--- config.mk ---
export PLATFORM = sky130hd
export DESIGN_NAME = biq_mul
export DESIGN_NICKNAME = d
export VERILOG_FILES = /design/src/hw/rtl/biq_pkg.sv /design/src/hw/rtl/biq_mul.sv
export SDC_FILE = /design/constraint.sdc
export NUM_CORES = 2
export LEC_CHECK = 0
export BUFFER_PORTS_ARGS = -buffer_cell sky130_fd_sc_hd__buf_2
export CORE_AREA = 3 3 247 249
export DETAILED_ROUTE_END_ITERATION = 8
export DIE_AREA = 0 0 250 252
export GPL_TIMING_DRIVEN = 0
export PLACE_DENSITY_LB_ADDON = 0.12
export SLEW_MARGIN = 20
export SYNTH_ARGS = -nofsm -noshare
export SYNTH_HDL_FRONTEND = slang
export SYNTH_SLANG_ARGS = --single-unit
--- constraint.sdc ---
create_clock -name vclk -period 21.4
set_input_delay 4.28 -clock vclk [all_inputs]
set_output_delay 4.28 -clock vclk [all_outputs]
set_load 0.005 [all_outputs]
--- src/hw/rtl/biq_pkg.sv ---
`default_nettype none

package biq_pkg;

	localparam int SAMPLE_W = 32;
	localparam int FRAC_W   = 16;
	localparam int IDX_W    = 3;

	typedef logic signed [SAMPLE_W-1:0] sample_t;

	typedef enum logic [IDX_W-1:0] {
		REG_B0 = 3'd0,
		REG_B1 = 3'd1,
		REG_B2 = 3'd2,
		REG_A1 = 3'd3,
		REG_A2 = 3'd4
	} reg_idx_t;

	// 1.0 in Q16.16
	localparam sample_t COEF_ONE  = sample_t'(32'sh0001_0000);
	localparam sample_t COEF_ZERO = sample_t'(32'sh0000_0000);

endpackage

`default_nettype wire

--- src/hw/rtl/biq_mul.sv ---
`default_nettype none

// Q16.16 multiply in sign-magnitude form: |a|*|b| >> 16, then the sign.
module biq_mul (
	input  biq_pkg::sample_t a,
	input  biq_pkg::sample_t b,
	output biq_pkg::sample_t p
);
	import biq_pkg::*;

	logic [SAMPLE_W-1:0]   a_mag;
	logic [SAMPLE_W-1:0]   b_mag;
	logic [2*SAMPLE_W-1:0] prod;
	logic [SAMPLE_W-1:0]   p_mag;
	logic                  neg;

	// most negative value maps to 2^31, which fits unsigned
	assign a_mag = a[SAMPLE_W-1] ? (~$unsigned(a) + 1'b1) : $unsigned(a);
	assign b_mag = b[SAMPLE_W-1] ? (~$unsigned(b) + 1'b1) : $unsigned(b);
	assign neg   = a[SAMPLE_W-1] ^ b[SAMPLE_W-1];

	assign prod  = (2*SAMPLE_W)'(a_mag) * (2*SAMPLE_W)'(b_mag);
	// truncation toward zero, upper bits beyond 32 dropped
	assign p_mag = prod[FRAC_W +: SAMPLE_W];
	assign p     = neg ? $signed(~p_mag + 1'b1) : $signed(p_mag);

endmodule

`default_nettype wire

== Word-level counts from Yosys, hierarchy flattened ==
Cells that the tools add are included.
Storage, ports and cells
  input bits: 64
  output and inout port bits: 32
  word-level logic and storage cells: 11
  latch bits: 0
  memories: 0
  flip-flop bits (word level): 0
  memory bits (read-only): 0
  RAM bits: 0
Cells by class
  eq/ne operators: 0
  reductions and logical operators: 0
  shift-type cells: 0
  muxes and demuxes: 3
  multiply operators: 1
  div/mod/pow operators: 0
  magnitude comparators: 0
  bitwise logic cells: 4
  $add $sub $neg: 3
Operator list (number)
  $add A32 B1 Y32 const B: 3
  $mux W32: 3
  $not A32 Y32: 3
  $mul A32 B32 Y48: 1
  $xor A1 B1 Y1: 1

== Depth between registers and ports, before layout ==
  depth in word-level cells: 7
  mapped depth: 37
  depth with buffers taken out: 33

== Worst setup path after synthesis ==
OpenSTA, ideal clock, no wires.
  path kind: input port to output port
  start point: input port a[0]
  end point: output port p[31]
  cell stages on the path: 32
  path slack: 3297 ps
  arrival: 13823 ps
  path buffers: 4
  data required time: 17120 ps
  cell sequence: clkbuf_1 > inv_1 > clkbuf_1 > ha_1 > and4b_1 > nand2_1 > o41ai_1 > xor2_1 > clkbuf_1 > nor2_1 > fa_1 > fa_1 > inv_1 > fa_1 > fa_1 > inv_1 > fa_1 > fa_1 > fa_1 > fa_1 > ha_1 > clkbuf_1 > and3_1 > nand3_1 > o311ai_1 > nor2_1 > o31ai_1 > xor2_1 > or4_1 > nand3b_1 > o31ai_1 > xnor2_1
Between the ends
  longest elaborated chain between the ends: 7
Ends and longest elaborated chain
  from (decl): RTL line biq_mul.sv:5  | input biq_pkg::sample_t a,
  $not A32 Y32: RTL line biq_mul.sv:18  | assign a_mag = a[SAMPLE_W-1] ? (~$unsigned(a) + 1'b1) : $unsigned(a);
  $add A32 B1 Y32: RTL line biq_mul.sv:18
  $mux W32 *: RTL line biq_mul.sv:18
  $mul A32 B32 Y48 *: RTL line biq_mul.sv:22  | assign prod = (2*SAMPLE_W)'(a_mag) * (2*SAMPLE_W)'(b_mag);
  $not A32 Y32: RTL line biq_mul.sv:25  | assign p = neg ? $signed(~p_mag + 1'b1) : $signed(p_mag);
  $add A32 B1 Y32: RTL line biq_mul.sv:25
  $mux W32 *: RTL line biq_mul.sv:25
  to (decl): RTL line biq_mul.sv:7  | output biq_pkg::sample_t p
Every way passes the cells marked *; elsewhere a longest branch is shown, timed or not.

== Worst setup path in the final report ==
  start point: input port b[31]
  end point: output port p[31]
Between the ends
  longest elaborated chain between the ends: 7
  elaborated cells between the ends (all ways): 8
  classes of those cells: add/sub (2); mul (1); mux (2); bitwise (3)
Ends and longest elaborated chain
  from (decl): RTL line biq_mul.sv:6  | input biq_pkg::sample_t b,
  $not A32 Y32: RTL line biq_mul.sv:19  | assign b_mag = b[SAMPLE_W-1] ? (~$unsigned(b) + 1'b1) : $unsigned(b);
  $add A32 B1 Y32: RTL line biq_mul.sv:19
  $mux W32: RTL line biq_mul.sv:19
  $mul A32 B32 Y48: RTL line biq_mul.sv:22
  $not A32 Y32: RTL line biq_mul.sv:25
  $add A32 B1 Y32: RTL line biq_mul.sv:25
  $mux W32 *: RTL line biq_mul.sv:25
Marked as above.

==> results.yml <==
timing:
  period_minus_slack_ps: 21250
  setup_slack_ps: 152
  worst_pin_slew_ps: 1320
  fin_crit_sh_pct: 99.3
  hold_violations: 0
  slew_violations: 0
  relSlewSlack_pct: 11.8
  timing.fmax_ghz: 0.0471
  setup_violations: 0
  rsz0062_at_grt: "no"
min_path:
  hold_depth: 9
  hold_path_startpoint: "a[17]"
  hp-class: "in2out"
placement:
  dp_hpwl_um: 98400
  place_ws_ps: -749
  placed_cells: 4338
  finalWeightedCongestion: 1.07
  port_buffers: 93
logic_synthesis:
  synth_top_family_by_area: "adder cells"
  synth_compound_area_share_pct: 5.49
  synth_cell_types: 80
  ys_seq_area_share_pct: 0
  muxShareOfSynthArea_pct: 0.268
  synth_largest_area_cell: "fa_1"
  synth_top_area_share_pct: 53.0
  synthAdderAreaFrac_pct: 60.4
  yosysWarnings: 0
  syn_nets: 4481
  postSynthAreaPerCell_um2: 8.49
  synth_area_leaders: "fa_1, inv_1, ha_1"
  syn_inst: 3463
  yosys.area_share.simple_pct: 15.5
  syn-cell-area_mm2: 0.0294
  synth_xor_area_share_pct: 6.11
drt:
  post_drt_wl_per_cell_um: 26.0
  drc: 0
  postRouteAntennaNets: 0
  drtIter0Drc: 2508
  vias: 24800
  drt-total-wl_um: 113000
  vias_per_cell: 5.72
  dr.pass1.iters: 6
critical_path:
  worstSetupStartpointType: "primary input"
  end_kind: "output port"
  worst-path-stages: 31
  endpoint: "p[31]"
  critPathMostFrequentCell: "fa_1"
  crit_fanout: 10
  critPathBufInv: 9
  slowest_stage: "clkbuf_1"
  worstPathRequired_ps: 17120
  critPathTopFamily: "adder cells"
  critical_path_class: "in2out"
  slowest_delay_ps: 920
  critPathLaunch: "b[31]"
  cp.arrival_ps: 16970
run_status:
  status: "complete, no violations"
die:
  die_height_um: 252
  die_area_mm2: 0.0630
  core_area_mm2: 0.0589
  floorplan.initialDensity_pct: 49.9
  io_pins: 96
  fp.dieW_um: 250
  rows: 89
clock_tree:
  cts-hold-fix-buffers: 0
run:
  max-cap-violations: 0
finish:
  n_antenna_cell: 0
  register_area_um2: 0
  nClkBuffers: 0
  drive_gt1_share_pct: 5.38
  instances_no_fill: 4340
  fin_nets: 4587
  nFlopsAndLatches: 0
  syn_to_final_growth_pct: 6.55
global_route:
  grt_pass1_wl_um: 167000
  gr-usage-all-layers_pct: 36.5
  grt_pass1_vias: 25000
  grt-ovfl-total: 0
  antenna_found_initial: 1
  grt_max_degree: 15
==> cell usage in the layout (no fill, tap or decap), drive strengths merged, types with 3 or more instances in the layout <==
master / synthesis / final
inv: 804 / 804
o221ai: 4 / 4
o21bai: 8 / 8
nand3: 14 / 14
o21ai: 54 / 54
mux2i: 4 / 4
nor2b: 5 / 5
a221oi: 3 / 3
nand3b: 6 / 6
a21o: 21 / 21
buf: 5 / 111
nand2b: 5 / 5
xnor2: 129 / 129
a31oi: 10 / 10
o41a: 3 / 3
or2: 6 / 6
o31ai: 19 / 19
o41ai: 12 / 12
and2: 20 / 20
fa: 778 / 778
xor2: 71 / 71
o31a: 3 / 3
clkbuf: 143 / 141
a21oi: 54 / 54
nand4: 10 / 10
o211ai: 7 / 7
nor3: 9 / 9
o21a: 3 / 3
ha: 176 / 176
nand2: 524 / 524
and4: 3 / 3
nor2: 476 / 476
or3: 7 / 7
nor4: 8 / 8
a41oi: 4 / 4
and3: 5 / 5
a211oi: 9 / 9
or4: 11 / 11
==> synth_stat cells, types with 6 or more instances <==
master and number:
o41ai_1 8, o211ai_1 7, nor4_1 6, xnor2_1 127, nand3b_1 6, nand3_1 14
nor2_1 475, nand2_1 524, a21oi_1 52, ha_1 176, or3_1 7, or4_1 9
nand4_1 10, nor3_1 9, a31oi_1 10, o21ai_0 50, o21bai_1 8, clkbuf_1 143
and2_1 20, a211oi_1 9, a21o_1 21, xor2_1 70, o31ai_1 17, fa_1 778
inv_1 804
==> per-layer routing <==
metal  vias to the layer above  global-route usage, %  routed length, um
li1                      10300                      -                  -
met4                         0                   15.9               6830
met2                      1400                   55.9              49600
met3                       289                   8.46              13600
met5                         -                      0                  0
met1                     12800                   50.0              42900
==> stage by stage <==
stage	setup TNS, ps	hold WS, ps	util (%)	cell area, um^2
2_1_floorplan	0	9190	-	29400
3_3_place_gp	-6300	9800	52.4	30800
3_5_place_dp	-4120	9800	52.9	31200
4_1_cts	0	9800	53.0	31200
5_1_grt	0	10030	53.2	31300
6_report	0	9950	53.2	31300
==> layout make-up <==
class | instances | area [um^2]
Multi-Input combinational cell | 2509 | 26200
Timing Repair Buffer | 106 | 591
Tap cell | 773 | 967
Buffer | 146 | 571
Inverter | 806 | 3030
Fill cell | 5812 | 27600
==> cell families (layout without fill, tap and decap cells) <==
logic type	Yosys count	in the layout
and+or+nand+nor	1117	1117
buffers and inverters	954	1058
AOI/OAI and AO/OA	231	231
xor gates and xnor gates	201	201
muxes	6	6
adders and majority gates	954	954
==> worst min-delay path by stage <==
stage | endpoint | slack, ps
after floorplan | p[0] | 9190
after global placement | p[1] | 9800
after detailed placement | p[1] | 9800
after CTS | p[1] | 9800
after global routing | p[31] | 10030
final | p[31] | 9950
==> timing repair <==
| item | 4_1_cts | 5_1_grt |
|---|---|---|
| endpoints found under the setup margin | 9 | 4 |
| buffers inserted | 1 | 3 |
| pin swaps | 1 | 1 |
| resized for setup | 9 | 9 |
Power is left out: the tool's default activity adds up to more than one toggle a clock period on the data nets, which glitch-free logic cannot reach.
